**config.mk**
```make
export PLATFORM = sky130hd
export DESIGN_NAME = arc_finish
export DESIGN_NICKNAME = d
export VERILOG_FILES = /design/src/rtl/arc_pkg.sv /design/src/rtl/arc_finish.sv
export SDC_FILE = /design/constraint.sdc
export NUM_CORES = 1
export LEC_CHECK = 0
export BUFFER_PORTS_ARGS = -buffer_cell sky130_fd_sc_hd__buf_4
export CAP_MARGIN = 20
export CORE_AREA = 4 4 223 225
export CTS_CLUSTER_SIZE = 10
export DETAILED_ROUTE_END_ITERATION = 16
export DIE_AREA = 0 0 227 229
export PLACE_DENSITY_LB_ADDON = 0.2
export SLEW_MARGIN = 10
export SYNTH_ARGS = -nofsm -noshare
export SYNTH_HDL_FRONTEND = slang
export SYNTH_SLANG_ARGS = --single-unit
```
**constraint.sdc**
```tcl
create_clock -name clk -period 4.5 [get_ports clk]
set_input_delay 0.225 -clock clk [delete_from_list [all_inputs] [get_ports clk]]
set_output_delay 0.225 -clock clk [all_outputs]
set_load 0.01 [all_outputs]
```
**src/rtl/arc_pkg.sv**
```systemverilog
// Types, constants, trig table and helpers for the axis rotate-about-center block.
package arc_pkg;

    localparam int COORD_BITS = 32;
    localparam int STEP_BITS  = 8;
    localparam int TRIG_BITS  = 32;
    localparam int TRIG_SHIFT = 30;
    localparam int TRIG_DEPTH = (1 << (STEP_BITS - 1)) + 1;
    localparam int DIFF_BITS  = COORD_BITS + 1;
    localparam int PROD_BITS  = DIFF_BITS + TRIG_BITS;
    localparam int SUM_BITS   = PROD_BITS + 1;
    localparam int RND_BITS   = SUM_BITS - TRIG_SHIFT;
    localparam int WIDE_BITS  = 2 * TRIG_BITS;

    typedef logic signed [COORD_BITS-1:0] coord_t;
    typedef logic signed [DIFF_BITS-1:0]  diff_t;
    typedef logic signed [PROD_BITS-1:0]  prod_t;
    typedef logic signed [SUM_BITS-1:0]   sum_t;
    typedef logic signed [RND_BITS-1:0]   rnd_t;
    typedef logic signed [RND_BITS:0]     osum_t;
    typedef logic signed [TRIG_BITS-1:0]  trig_t;
    typedef logic signed [WIDE_BITS-1:0]  wide_t;
    typedef logic signed [STEP_BITS-1:0]  step_t;

    typedef enum logic [1:0] {
        CMD_X    = 2'd0,
        CMD_Y    = 2'd1,
        CMD_Z    = 2'd2,
        CMD_NONE = 2'd3
    } cmd_t;

    localparam trig_t  TRIG_ONE  = trig_t'(1) <<< TRIG_SHIFT;
    localparam trig_t  COS_STEP  = trig_t'(1068377587);
    localparam trig_t  SIN_STEP  = trig_t'(107195315);
    localparam coord_t COORD_MAX = {1'b0, {(COORD_BITS-1){1'b1}}};
    localparam coord_t COORD_MIN = {1'b1, {(COORD_BITS-1){1'b0}}};

    typedef struct packed {
        trig_t c;
        trig_t s;
    } cs_t;

    typedef cs_t [TRIG_DEPTH-1:0] cs_tab_t;

    typedef struct packed {
        cmd_t   cmd;
        coord_t px;
        coord_t py;
        coord_t pz;
        coord_t cx;
        coord_t cy;
        coord_t cz;
        step_t  steps;
    } arc_in_t;

    typedef struct packed {
        cmd_t   cmd;
        coord_t cu;
        coord_t cv;
        coord_t w;
        diff_t  du;
        diff_t  dv;
        trig_t  c;
        trig_t  s;
    } st1_t;

    typedef struct packed {
        cmd_t   cmd;
        coord_t cu;
        coord_t cv;
        coord_t w;
        prod_t  p_uc;
        prod_t  p_vs;
        prod_t  p_vc;
        prod_t  p_us;
    } st2_t;

    typedef struct packed {
        cmd_t   cmd;
        coord_t cu;
        coord_t cv;
        coord_t w;
        rnd_t   ru;
        rnd_t   rv;
    } st3_t;

    // cos/sin of n steps, each entry one rounded rotation of the previous one
    function automatic cs_tab_t build_cs_tab();
        cs_tab_t tab;
        trig_t   c;
        trig_t   s;
        wide_t   pc;
        wide_t   ps;
        wide_t   half;
        c    = TRIG_ONE;
        s    = '0;
        half = wide_t'(1) <<< (TRIG_SHIFT - 1);
        for (int i = 0; i < TRIG_DEPTH; i++) begin
            tab[i].c = c;
            tab[i].s = s;
            pc = (wide_t'(c) * wide_t'(COS_STEP)) - (wide_t'(s) * wide_t'(SIN_STEP));
            ps = (wide_t'(s) * wide_t'(COS_STEP)) + (wide_t'(c) * wide_t'(SIN_STEP));
            pc = (pc + half) >>> TRIG_SHIFT;
            ps = (ps + half) >>> TRIG_SHIFT;
            c  = pc[TRIG_BITS-1:0];
            s  = ps[TRIG_BITS-1:0];
        end
        return tab;
    endfunction

    localparam cs_tab_t CS_TAB = build_cs_tab();

    function automatic coord_t sat_coord(osum_t v);
        coord_t r;
        if (v > osum_t'(COORD_MAX)) begin
            r = COORD_MAX;
        end else if (v < osum_t'(COORD_MIN)) begin
            r = COORD_MIN;
        end else begin
            r = v[COORD_BITS-1:0];
        end
        return r;
    endfunction

endpackage

```
**src/rtl/arc_finish.sv**
```systemverilog
// Stages 3 and 4: sum and round, then recenter, saturate and place on the axes.
module arc_finish (
    input  logic            clk,
    input  logic            rst_n,
    input  logic            in_valid,
    output logic            in_ready,
    input  arc_pkg::st2_t   in_word,
    output logic            out_valid,
    input  logic            out_ready,
    output arc_pkg::coord_t out_x,
    output arc_pkg::coord_t out_y,
    output arc_pkg::coord_t out_z
);

    localparam arc_pkg::sum_t HALF = arc_pkg::sum_t'(1) <<< (arc_pkg::TRIG_SHIFT - 1);

    logic            rnd_valid_reg;
    logic            rnd_ready;
    arc_pkg::st3_t   rnd_reg;
    arc_pkg::st3_t   rnd_next;
    arc_pkg::sum_t   sum_u;
    arc_pkg::sum_t   sum_v;
    logic            out_valid_reg;
    arc_pkg::coord_t x_reg;
    arc_pkg::coord_t y_reg;
    arc_pkg::coord_t z_reg;
    arc_pkg::coord_t x_next;
    arc_pkg::coord_t y_next;
    arc_pkg::coord_t z_next;
    arc_pkg::coord_t ru_sat;
    arc_pkg::coord_t rv_sat;

    assign rnd_ready = !out_valid_reg || out_ready;
    assign in_ready  = !rnd_valid_reg || rnd_ready;
    assign out_valid = out_valid_reg;
    assign out_x     = x_reg;
    assign out_y     = y_reg;
    assign out_z     = z_reg;

    always_comb
    begin
        sum_u = ((arc_pkg::sum_t'(in_word.p_uc) + arc_pkg::sum_t'(in_word.p_vs)) + HALF)
                >>> arc_pkg::TRIG_SHIFT;
        sum_v = ((arc_pkg::sum_t'(in_word.p_vc) - arc_pkg::sum_t'(in_word.p_us)) + HALF)
                >>> arc_pkg::TRIG_SHIFT;
        rnd_next.cmd = in_word.cmd;
        rnd_next.cu  = in_word.cu;
        rnd_next.cv  = in_word.cv;
        rnd_next.w   = in_word.w;
        rnd_next.ru  = sum_u[arc_pkg::RND_BITS-1:0];
        rnd_next.rv  = sum_v[arc_pkg::RND_BITS-1:0];
    end

    always_comb
    begin
        ru_sat = arc_pkg::sat_coord(arc_pkg::osum_t'(rnd_reg.cu) + arc_pkg::osum_t'(rnd_reg.ru));
        rv_sat = arc_pkg::sat_coord(arc_pkg::osum_t'(rnd_reg.cv) + arc_pkg::osum_t'(rnd_reg.rv));
        unique case (rnd_reg.cmd)
            arc_pkg::CMD_X:
            begin
                x_next = rnd_reg.w;
                y_next = ru_sat;
                z_next = rv_sat;
            end
            arc_pkg::CMD_Y:
            begin
                x_next = ru_sat;
                y_next = rnd_reg.w;
                z_next = rv_sat;
            end
            arc_pkg::CMD_Z, arc_pkg::CMD_NONE:
            begin
                x_next = ru_sat;
                y_next = rv_sat;
                z_next = rnd_reg.w;
            end
        endcase
    end

    always_ff @(posedge clk or negedge rst_n)
    begin
        if (!rst_n) begin
            rnd_valid_reg <= 1'b0;
            out_valid_reg <= 1'b0;
        end else begin
            if (in_ready) begin
                rnd_valid_reg <= in_valid;
            end
            if (rnd_ready) begin
                out_valid_reg <= rnd_valid_reg;
            end
        end
    end

    always_ff @(posedge clk)
    begin
        if (in_ready && in_valid) begin
            rnd_reg <= rnd_next;
        end
        if (rnd_ready && rnd_valid_reg) begin
            x_reg <= x_next;
            y_reg <= y_next;
            z_reg <= z_next;
        end
    end

endmodule

```
-- Yosys cells after proc, flatten, opt, wreduce, memory -nomap -nowiden
Cells that the tools add are included.
- register bits: 268
- eq/ne operators: 3
- multiplexer cells: 7
- $lt $le $gt $ge: 4
- reduce and logical (&&, ||, !) cells: 10
- $add $sub $neg: 6
- operators with widths (cell ; number):
    adder 66 x 31 -> 66 bit, second input constant ; 2
    two-way mux 32 bit ; 4
    one-hot mux 32 bit (2 select lines) ; 2
    one-hot mux 32 bit (3 select lines) ; 1
    adder 32 x 36 -> 37 bit ; 2
    > comparator 37 x 32 -> 1 bit, second input constant ; 2
    < comparator 37 x 32 -> 1 bit, second input constant ; 2
    adder 65 x 65 -> 66 bit ; 1
    subtractor 65 x 65 -> 66 bit ; 1
    equality test 2 bit, second input constant ; 2
    OR reduction 2 bit ; 2
    OR reduction 3 bit ; 1
    equality test 2 x 1 -> 1 bit, second input constant ; 1
    logical AND 1 bit ; 2
    zero test 1 bit ; 2
    zero test 2 bit ; 1
    logical OR 1 bit ; 2

-- Logic depth before layout (Yosys ltp)
Gate-level depths: netlist of the first run.
- depth in word-level cells: 5
- mapped depth: 15

-- Least setup slack after synthesis of the first run
OpenSTA, ideal clock, no wires.
- path kind: flip-flop to flip-flop
- start: reg out_valid_reg, in the netlist out_valid
- end: reg rnd_reg[0] (netlist bit) (enable)
- library setup time: 0.551 ns
- slack: -0.574 ns
- arrival time: 4.523 ns
- stages on the path, launching flop included: 3
- cells stage by stage: dfrtp_1 > nand3b_1 > and2_1
- cells in the longest elaborated chain, start to end: 4
- RTL lines (element ; RTL line ; RTL):
    from (decl) ; arc_finish.sv:23 ; logic out_valid_reg;
    from (signal assigned) ; arc_finish.sv:90 ; out_valid_reg <= rnd_valid_reg;
    zero test 1 bit ; arc_finish.sv:33 ; assign rnd_ready = !out_valid_reg || out_ready;
    logical OR 1 bit ; arc_finish.sv:33 ;
    logical OR 1 bit ; arc_finish.sv:34 ; assign in_ready = !rnd_valid_reg || rnd_ready;
    named net in_ready ; arc_finish.sv:6 ; output logic in_ready,
    logical AND 1 bit ; arc_finish.sv:97 ; if (in_ready && in_valid) begin
    to (signal assigned) ; arc_finish.sv:98 ; rnd_reg <= rnd_next;
    to (decl) ; arc_finish.sv:19 ; arc_pkg::st3_t rnd_reg;
The timed path passes the listed nets, and every way through them passes these cells.
A chain may end at the register's enable or synchronous reset.

-- Worst setup path in the final report of the first run
- start: reg rnd_reg[36] (netlist bit)
- end: reg x_reg[24], in the netlist out_x[24], data pin
- cells in the longest elaborated chain, start to end: 5
- RTL lines (element ; RTL line ; RTL):
    adder 32 x 36 -> 37 bit (*) ; arc_finish.sv:56 ; ru_sat = arc_pkg::sat_coord(arc_pkg::osum_t'(rnd_reg.cu) + arc_pkg::osum_t'(rnd_reg.ru));
    < comparator 37 x 32 -> 1 bit ; arc_pkg.sv:117 ; end else if (v < osum_t'(COORD_MIN)) begin
    two-way mux 32 bit ; arc_pkg.sv:117 ;
    two-way mux 32 bit (*) ; arc_pkg.sv:115 ; if (v > osum_t'(COORD_MAX)) begin
    one-hot mux 32 bit (2 select lines) (*) ; arc_finish.sv:58 ; unique case (rnd_reg.cmd)
    named net x_next[24] ; arc_finish.sv:27 ; arc_pkg::coord_t x_next;
    to (signal assigned) ; arc_finish.sv:101 ; x_reg <= x_next;
    to (decl) ; arc_finish.sv:24 ; arc_pkg::coord_t x_reg;
The timed path passes the listed nets; every way through them passes the cells marked *.

==> results of run 1 <==
==> area by class of cell <==
class                   count  area, µm²
inverters                 133      499.2
clock buffers              42      944.7
clock inverters             8      31.28
flip-flops and latches    268       8038
fillers                  4176      20140
repair buffers            574       4614
multi-input cells        1698      12510
diodes                      2      5.005
well taps                 615      769.5
==> what timing repair did <==
| action | in CTS | in global routing |
|---|---|---|
| hold buffers | 101 | 0 |
| resized for setup | 0 | 1 |
| setup endpoints to repair | 0 | 27 |
| endpoints found under the hold margin | 102 | 0 |
==> routing by layer <==
layer  track usage [%]  wire [µm]
met4             5.673       1582
met1             29.78      26720
met2             39.88      30180
met5                 0          0
met3             5.532       4513
==> power by group through the flow <==
stage	Clock [mW]	Combinational, mW	Sequential (mW)
floorplan	0	2.54	3.39
global placement	0	3.80	3.36
detailed placement	0	3.86	3.37
CTS	2.49	3.96	3.32
global route	2.60	4.40	3.34
finish	2.45	3.98	3.32
==> through the flow <==
| step | power, mW | hold WS [ns] | instance area [µm²] | instances |
|---|---|---|---|---|
| floorplan | 5.930 | -0.07059 | 21320 | 2168 |
| global route | 10.33 | 0.02822 | 27410 | 3339 |
| detailed placement | 7.221 | 0.007650 | 25370 | 3185 |
| finish | 9.742 | 0.04138 | 27410 | 3340 |
| CTS | 9.772 | 0.006783 | 27360 | 3336 |
| global placement | 7.165 | 0.006770 | 25370 | 3185 |
==> worst paths after layout <==
check | depth (start not counted) | slack, ns | from | end
worst max-delay path | 14 | 0.29 | rnd_reg[36] | out_x[24]
worst min-delay path | 2 | 0.04 | rst_n | rnd_valid_reg
worst max register to register | 14 | 0.29 | rnd_reg[36] | out_x[24]
worst min register to register | 1 | 0.51 | rnd_valid_reg | out_valid
max in group asynchronous | 2 | 4.37 | rst_n | out_valid
min in group clk | 3 | 0.18 | in_word[64] | rnd_reg[35]
==> cell usage after synthesis (all sizes together), types with 16 or more instances <==
cell type,instances
buf,18
nor2b,24
a31oi,18
nand4,29
o31ai,27
o21a,21
inv,131
o21ai,175
a21o,103
nand2,145
and3,16
edfxtp,266
nor2,163
nand2b,24
a21oi,187
nand3,69
nor3,38
o211ai,52
clkbuf,51
ha,326
xor2,51
a211oi,26
xnor2,64
==> cells by family (layout without fill, tap and decap cells) <==
logic type	after synthesis	count (layout)
AO/OA/AOI/OAI	697	697
XOR/XNOR	115	115
adder cells (fa/ha/maj)	328	328
buffers and inverters	202	757
flip-flops	268	268
multiplexers	3	3
other	0	2
AND/OR/NAND/NOR	555	555
==> qor.csv, run 1 <==
stage,metric,value,unit
synthesis,Mapped Area,21320,µm²
floorplanning,IO Count,460,
clock_tree,H-tree lvl count,2,
synthesis,YS warnings,0,
clock_tree,clock sinks,268,
synthesis,Synth Area in Adders,19.32,%
place,Setup WS pre-CTS,0.2612,ns
synthesis,Post-synth EDFFs,266,
global_route,initial antenna violation count,2,
routing,final wirelength,63.00,mm
synthesis,Post-Synth XOR/XNOR Area,4.724,%
cells_and_area,most frequent cells in the layout,"buf_4, ha_1, edfxtp_1",
setup_path,Startpoint Class,register,
floorplanning,Die W,227,µm
synthesis,syn_nets,2858,
pwr,clock share of power,25.1,%
global_route,first-pass GRT wire length,97.29,mm
floorplanning,core box area,47550,µm²
sta,Max Fclk,237.3,MHz
job,max-capacitance violation count,0,
pwr,Comb power frac,40.8,%
synthesis,asr flop ratio synth,0.7463,%
setup_path,Setup CP Type,register to register,
clock_tree,Bufs on Longest Clock Path,3,
synthesis,multiplexer share of the synthesized area,0.1526,%
sta,final worst path period share,93.64,%
place,GPL Wtd Cong,0.9249,
floorplanning,starting density of the core,44.84,%
sta,Final Critical Period,4.214,ns
synthesis,Netlist cell types,84,
synthesis,largest family of logic cells by synthesized area,compound AO/OA/AOI/OAI gates,
synthesis,main area contributors after synthesis,"edfxtp_1, ha_1, a21oi_1",
pwr,VDD IR max,216.4,µV
routing,Iter 0 DRT Violations,1082,
clock_tree,# Post-CTS Setup Buffers,0,
synthesis,#FFs+latches synth,268,
routing,DR pass1 iterations,5,
floorplanning,die area,51980,µm²
sta,Final Max Slew Viols,0,
setup_path,crit-path max FO,33,
pwr,switching pwr,3.415,mW
cells_and_area,"commonest non-fill, non-tap cell in the layout",buf_4,
synthesis,simple-gate area share of the yosys netlist,12.57,%
setup_path,Critical Path AT,4.51,ns
synthesis,Synth top area share,37.46,%
global_route,total grt overflow,0,
outcome,status,finished clean,
synthesis,Syn Inst Count,2168,
routing,vias per cell,5.584,
sta,setup violators final,0,
routing,remaining routing DRC violations,0,
pwr,Pwr Density,355.4,nW/µm²
place,DP Wirelength,50.42,mm
sta,Rel. slew slack,32.80,%
setup_path,"Cell Chain, Critical Path","ha_1, fa_1, a211oi_1, o21a_1, a21oi_1, o2111ai_2, a21oi_1, or3_1, a2111oi_2, a31oi_2, buf_4, nor3b_1, o21ai_0, o21ai_0",
sta,Final Hold Fails,0,
cells_and_area,fin util,57.65,%
pwr,Switching Fraction,35.05,%
setup_path,Crit path largest cell delay,0.44,ns
global_route,Total Routing Usage GR,23.29,%
floorplanning,DIE HEIGHT,229,µm
floorplanning,Row Count,80,
pwr,Leakage,12.40,nW
routing,via count,18650,
setup_path,Worst setup EP type,register,
setup_path,WP buf/inv,1,
sta,Clock Skew,0.01627,ns
cells_and_area,area grow syn2layout,28.56,%
sta,Worst Tran Pin Value,1.004,ns
synthesis,"Primary FF master, synth",edfxtp_1,
clock_tree,clock-pin slew on the worst setup and hold paths,0.05,ns
routing,Antenna Nets Post-Route,0,
place,I/O Buffers,459,
clock_tree,TritonCTS clock tree,done,
clock_tree,root buf cell,clkbuf_16,
sta,RSZ-0062 raised after global routing,no,
pwr,Power Internal,6.327,mW
global_route,largest net degree at the start of global routing,112,
clock_tree,clk_lat worst skew,0.52,ns
cells_and_area,share of layout cells above drive strength 1,21.30,%
synthesis,Synth area leader,edfxtp_1,
sta,final worst slack,0.2862,ns
synthesis,sequential area share after synthesis,37.70,%
global_route,vias in the first global route,18630,
clock_tree,cts bufs inserted,34,
pwr,Seq pwr share,34.1,%
setup_path,CP max stage cell,fa_1,
cells_and_area,Nets,3399,
cells_and_area,number of flip-flops in the largest register,170,
routing,post-DR wirelength/cell,18.86,µm
setup_path,CP required,4.80,ns
synthesis,syn avg cell area,9.834,µm²
synthesis,Synth Area in Compound Gates,21.71,%
setup_path,"delay-heaviest family, CP",compound AO/OA/AOI/OAI gates,
min_path,Min-Delay Path Class,primary input to async pin,
sta,setup TNS,0,ns
Power figures use the tool's default switching activity.
==> run 2: changes to the inputs <==
--- a/config.mk
+++ b/config.mk
@@ -10,3 +10,2 @@
 export CORE_AREA = 4 4 223 225
-export CTS_CLUSTER_SIZE = 10
 export DETAILED_ROUTE_END_ITERATION = 16
--- a/constraint.sdc
+++ b/constraint.sdc
@@ -3,2 +3,2 @@
 set_output_delay 0.225 -clock clk [all_outputs]
-set_load 0.01 [all_outputs]
+set_load 0.02 [all_outputs]
==> qor.csv, run 2 (synthesized netlist as in run 1, its figures left out) <==
stage,metric,value,unit
floorplanning,die area,51980,µm²
clock_tree,cts bufs inserted,31,
min_path,hold depth,3,
clock_tree,clock-pin slew on the worst setup and hold paths,0.06,ns
sta,final worst path period share,93.59,%
routing,final wirelength,62.87,mm
cells_and_area,share of layout cells above drive strength 1,21.42,%
cells_and_area,fin util,57.79,%
pwr,Final Power,9.936,mW
sta,setup TNS,0,ns
routing,vias per cell,5.561,
clock_tree,clock sinks,268,
cells_and_area,Nets,3399,
routing,post-DR wirelength/cell,18.78,µm
cells_and_area,area grow syn2layout,28.87,%
sta,Worst Tran Pin Value,1.012,ns
global_route,total grt overflow,0,
cells_and_area,"commonest non-fill, non-tap cell in the layout",buf_4,
clock_tree,clk_lat worst skew,0.57,ns
routing,Antenna Nets Post-Route,0,
cells_and_area,most frequent cells in the layout,"buf_4, ha_1, edfxtp_1",
cells_and_area,number of flip-flops in the largest register,170,
global_route,first-pass GRT wire length,97.22,mm
setup_path,WP buf/inv,0,
setup_path,CP max stage cell,o31ai_1,
pwr,Switching Fraction,35.48,%
clock_tree,TritonCTS clock tree,done,
setup_path,Crit path largest cell delay,0.45,ns
job,max-capacitance violation count,0,
global_route,largest net degree at the start of global routing,112,
setup_path,Startpoint Class,register,
clock_tree,root buf cell,clkbuf_16,
pwr,clock share of power,25.5,%
clock_tree,Bufs on Longest Clock Path,3,
floorplanning,starting density of the core,44.84,%
global_route,Total Routing Usage GR,23.18,%
pwr,Pwr Density,361.6,nW/µm²
pwr,Leakage,12.43,nW
floorplanning,Die W,227,µm
clock_tree,# Post-CTS Setup Buffers,0,
routing,Iter 0 DRT Violations,1009,
floorplanning,IO Count,460,
clock_tree,H-tree lvl count,1,
pwr,Power Internal,6.410,mW
setup_path,crit-path max FO,14,
sta,Final Critical Period,4.211,ns
setup_path,CP required,4.79,ns
floorplanning,core box area,47550,µm²
pwr,Seq pwr share,33.4,%
setup_path,cells on worst reg2reg path,13,
routing,remaining routing DRC violations,0,
sta,Rel. slew slack,32.30,%
floorplanning,Row Count,80,
setup_path,"Cell Chain, Critical Path","ha_1, fa_1, a211oi_1, o21a_1, a21oi_1, o2111ai_2, nand3_1, a41oi_1, xnor2_1, nor3b_2, a21oi_2, o31ai_1, nand3_2",
sta,Clock Skew,0.02307,ns
setup_path,cell depth of the worst setup path,13,
sta,setup violators final,0,
global_route,initial antenna violation count,2,
global_route,vias in the first global route,18600,
place,DP Wirelength,50.42,mm
sta,Final Max Slew Viols,0,
pwr,switching pwr,3.526,mW
routing,DR pass1 iterations,5,
floorplanning,DIE HEIGHT,229,µm
min_path,Min-Delay Path Class,primary input to register,
place,I/O Buffers,459,
sta,RSZ-0062 raised after global routing,no,
pwr,Comb power frac,41.2,%
setup_path,Worst setup EP type,register,
outcome,status,finished clean,
sta,final worst slack,0.2887,ns
pwr,VDD IR max,300.8,µV
sta,Max Fclk,237.5,MHz
place,Setup WS pre-CTS,0.2612,ns
setup_path,Setup CP Type,register to register,
sta,Final Hold Fails,0,
setup_path,"delay-heaviest family, CP",compound AO/OA/AOI/OAI gates,
routing,via count,18620,
place,GPL Wtd Cong,0.9249,
setup_path,Critical Path AT,4.51,ns
## run 2: worst paths after layout
path                          startpoint            end  slack (ns)
setup / recovery             rnd_reg[36]      out_y[27]        0.29
hold / removal               in_word[64]    rnd_reg[35]        0.13
setup reg to reg             rnd_reg[36]      out_y[27]        0.29
hold reg to reg            rnd_valid_reg      out_valid        0.52
max in group asynchronous          rst_n  rnd_valid_reg        3.86
min in group asynchronous          rst_n      out_valid        0.52
## run 2: layer usage
layer	share of wire (%)	GRT usage (%)	vias up
li1	-	-	9237
met1	42	29.76	8746
met2	48	39.66	551
met3	7.2	5.596	83
met4	2.5	5.295	0
met5	0	0	-
## run 2: cell type report
| class | instances | area [µm²] |
|---|---|---|
| Antenna cell | 2 | 5.005 |
| Clock buffer | 38 | 802.0 |
| Clock inverter | 17 | 212.7 |
| Fill cell | 4159 | 20070 |
| Inverter | 133 | 499.2 |
| Multi-Input combinational cell | 1699 | 12520 |
| Sequential cell | 268 | 8038 |
| Tap cell | 615 | 769.5 |
| Timing Repair Buffer | 576 | 4634 |
## run 2: timing repair
item | in CTS | in global routing
hold endpoints to repair | 102 | 0
endpoints found under the setup margin | 0 | 28
gates resized for setup | 0 | 1
hold buffers | 103 | 0
## run 2: tightest hold or removal path: cells and delay by family
kind,cells,cell delay [ns]
adder cells (fa/ha/maj),1,0.15
buffers and inverters,1,0.08
XOR/XNOR,1,0.07
## run 2: metrics by stage
| stage | std cells | hold WS (ns) | area (µm²) |
|---|---|---|---|
| after floorplan | 2168 | -0.07059 | 21320 |
| after global placement | 3185 | 0.006770 | 25370 |
| after detailed placement | 3185 | 0.007650 | 25370 |
| after CTS | 3343 | 0.1112 | 27410 |
| after global routing | 3347 | 0.1476 | 27470 |
| final | 3348 | 0.1272 | 27480 |
## run 2: power groups by stage
stage | sequential (mW) | combinational (mW) | clock (mW)
after floorplan | 3.49 | 2.54 | 0
after global placement | 3.36 | 3.90 | 0
after detailed placement | 3.37 | 3.95 | 0
after CTS | 3.32 | 4.06 | 2.60
after global routing | 3.34 | 4.50 | 2.68
final | 3.31 | 4.09 | 2.53
==> run 3: changes to the inputs <==
BUFFER_PORTS_ARGS = unset   (was -buffer_cell sky130_fd_sc_hd__buf_4)
CTS_BUF_LIST = sky130_fd_sc_hd__clkbuf_2 sky130_fd_sc_hd__clkbuf_4 sky130_fd_sc_hd__clkbuf_8   (was unset)
DONT_BUFFER_PORTS = 1   (was unset)
==> qor.csv, run 3 (synthesized netlist as in run 1, its figures left out) <==
stage,metric,value,unit
clock_tree,clock-pin slew on the worst setup and hold paths,0.06,ns
routing,DR pass1 iterations,9,
clock_tree,root buf cell,clkbuf_8,
sta,setup TNS,0,ns
routing,Antenna Nets Post-Route,0,
global_route,largest net degree at the start of global routing,76,
clock_tree,TritonCTS clock tree,done,
setup_path,Critical Path AT,4.51,ns
setup_path,Startpoint Class,register,
job,max-capacitance violation count,0,
setup_path,Worst setup EP type,register,
min_path,hold depth,3,
routing,vias per cell,5.805,
floorplanning,Row Count,80,
sta,Max Fclk,238.7,MHz
sta,Rel. slew slack,31.56,%
global_route,first-pass GRT wire length,93.61,mm
place,post-place instance area,21950,µm²
setup_path,Crit path largest cell delay,0.43,ns
floorplanning,core box area,47550,µm²
routing,Iter 0 DRT Violations,1143,
global_route,initial antenna violation count,2,
sta,Final Max Slew Viols,0,
place,Setup WS pre-CTS,0.3025,ns
global_route,total grt overflow,0,
routing,final wirelength,61.13,mm
sta,RSZ-0062 raised after global routing,no,
clock_tree,cts bufs inserted,48,
sta,Worst Tran Pin Value,1.023,ns
cells_and_area,most frequent cells in the layout,"ha_1, edfxtp_1, a21oi_1",
clock_tree,Bufs on Longest Clock Path,3,
pwr,Leakage,10.22,nW
sta,Clock Skew,0.03404,ns
setup_path,Setup CP Type,register to register,
floorplanning,starting density of the core,44.84,%
sta,Final Critical Period,4.189,ns
setup_path,CP required,4.82,ns
cells_and_area,Nets,2960,
setup_path,"Cell Chain, Critical Path","ha_1, a211oi_1, o21ai_1, a211oi_2, a21oi_1, o21a_1, nand2b_1, a211o_1, nor3b_2, a21oi_4, buf_12, o31ai_1, nand3_1",
setup_path,WP buf/inv,1,
routing,remaining routing DRC violations,0,
outcome,status,finished clean,
min_path,Min-Delay Path Class,primary input to register,
setup_path,crit-path max FO,27,
clock_tree,clk_lat worst skew,0.63,ns
setup_path,cell depth of the worst setup path,13,
cells_and_area,area grow syn2layout,12.26,%
sta,final worst slack,0.3110,ns
routing,post-DR wirelength/cell,20.91,µm
sta,final worst path period share,93.09,%
cells_and_area,share of layout cells above drive strength 1,6.941,%
place,GPL Wtd Cong,0.8738,
floorplanning,DIE HEIGHT,229,µm
floorplanning,die area,51980,µm²
clock_tree,# Post-CTS Setup Buffers,0,
place,I/O Buffers,0,
clock_tree,clock sinks,268,
setup_path,cells on worst reg2reg path,13,
cells_and_area,number of flip-flops in the largest register,170,
cells_and_area,design area,23930,µm²
sta,Final Hold Fails,0,
place,DP Wirelength,49.11,mm
routing,via count,16970,
pwr,VDD IR max,167.8,µV
sta,setup violators final,0,
floorplanning,Die W,227,µm
pwr,Final Power,9.184,mW
pwr,Pwr Density,383.7,nW/µm²
clock_tree,H-tree lvl count,2,
floorplanning,IO Count,460,
global_route,vias in the first global route,17050,
cells_and_area,"commonest non-fill, non-tap cell in the layout",ha_1,
global_route,Total Routing Usage GR,22.62,%
setup_path,CP max stage cell,edfxtp_1,
setup_path,"delay-heaviest family, CP",compound AO/OA/AOI/OAI gates,
## run 3: cell types whose count changed in the layout (fill, tap and decap cells not counted), sizes merged
cell / delta
inv: -1
buf: -456
clkbuf: +22
dlygate4sd3: +1
bufinv: -4
clkinv: +12
a21oi: -1
diode: +1
clkinvlp: +1
## run 3: area by class of cell
| cell class | count | area (µm²) |
|---|---|---|
| diodes | 3 | 7.507 |
| multi-input cells | 1698 | 12510 |
| flip-flops and latches | 268 | 8038 |
| clock inverters | 25 | 148.9 |
| repair buffers | 121 | 1214 |
| clock buffers | 60 | 750.7 |
| well taps | 615 | 769.5 |
| fillers | 4385 | 23610 |
| inverters | 133 | 499.2 |
## run 3: power by group
group          internal (mW)  total, mW  switching (mW)
sequential              3.20       3.56           0.363
combinational           1.34       3.44            2.10
clock                   1.16       2.18            1.02
total                   5.69       9.18            3.49
## run 3: worst reg2reg max path: stages, from the launching register on
cell,delay (ns)
edfxtp_1,0.43
ha_1,0.35
a211oi_1,0.36
o21ai_1,0.21
a211oi_2,0.43
a21oi_1,0.17
o21a_1,0.25
nand2b_1,0.20
a211o_1,0.33
nor3b_2,0.33
a21oi_4,0.24
buf_12,0.23
o31ai_1,0.28
nand3_1,0.12
## run 3: layer usage
metal / global-route usage, % / up-vias / share of wire (%)
met4: 4.728 / 0 / 1.9
li1: - / 8372 / -
met1: 28.74 / 7978 / 42
met5: 0 / - / 0
met3: 6.390 / 77 / 7.9
met2: 38.59 / 540 / 48
## run 3: path summary, 6_finish.rpt
check	startpoint	end	slack [ns]
worst max-delay path	rnd_reg[37]	out_y[4]	0.31
worst min-delay path	in_word[259]	rnd_reg[71]	0.05
worst max register to register	rnd_reg[37]	out_y[4]	0.31
worst min register to register	rnd_valid_reg	out_valid	0.53
max in group asynchronous	rst_n	rnd_valid_reg	3.99
min in group asynchronous	rst_n	out_valid	0.39
## run 3: what timing repair did
action                     in CTS  in global routing
hold buffers                  104                  0
gates resized for setup         0                  1
setup endpoints to repair       0                  2
hold endpoints to repair      103                  0
## run 3: per-stage QoR
stage          hold WS, ns  std cells  util [%]
6_report           0.05015       2923     50.34
5_1_grt            0.01830       2921     50.33
4_1_cts           0.009687       2919     50.25
3_5_place_dp      -0.07054       2730     46.17
3_3_place_gp      -0.07054       2730     46.17
2_1_floorplan     -0.07059       2168         -
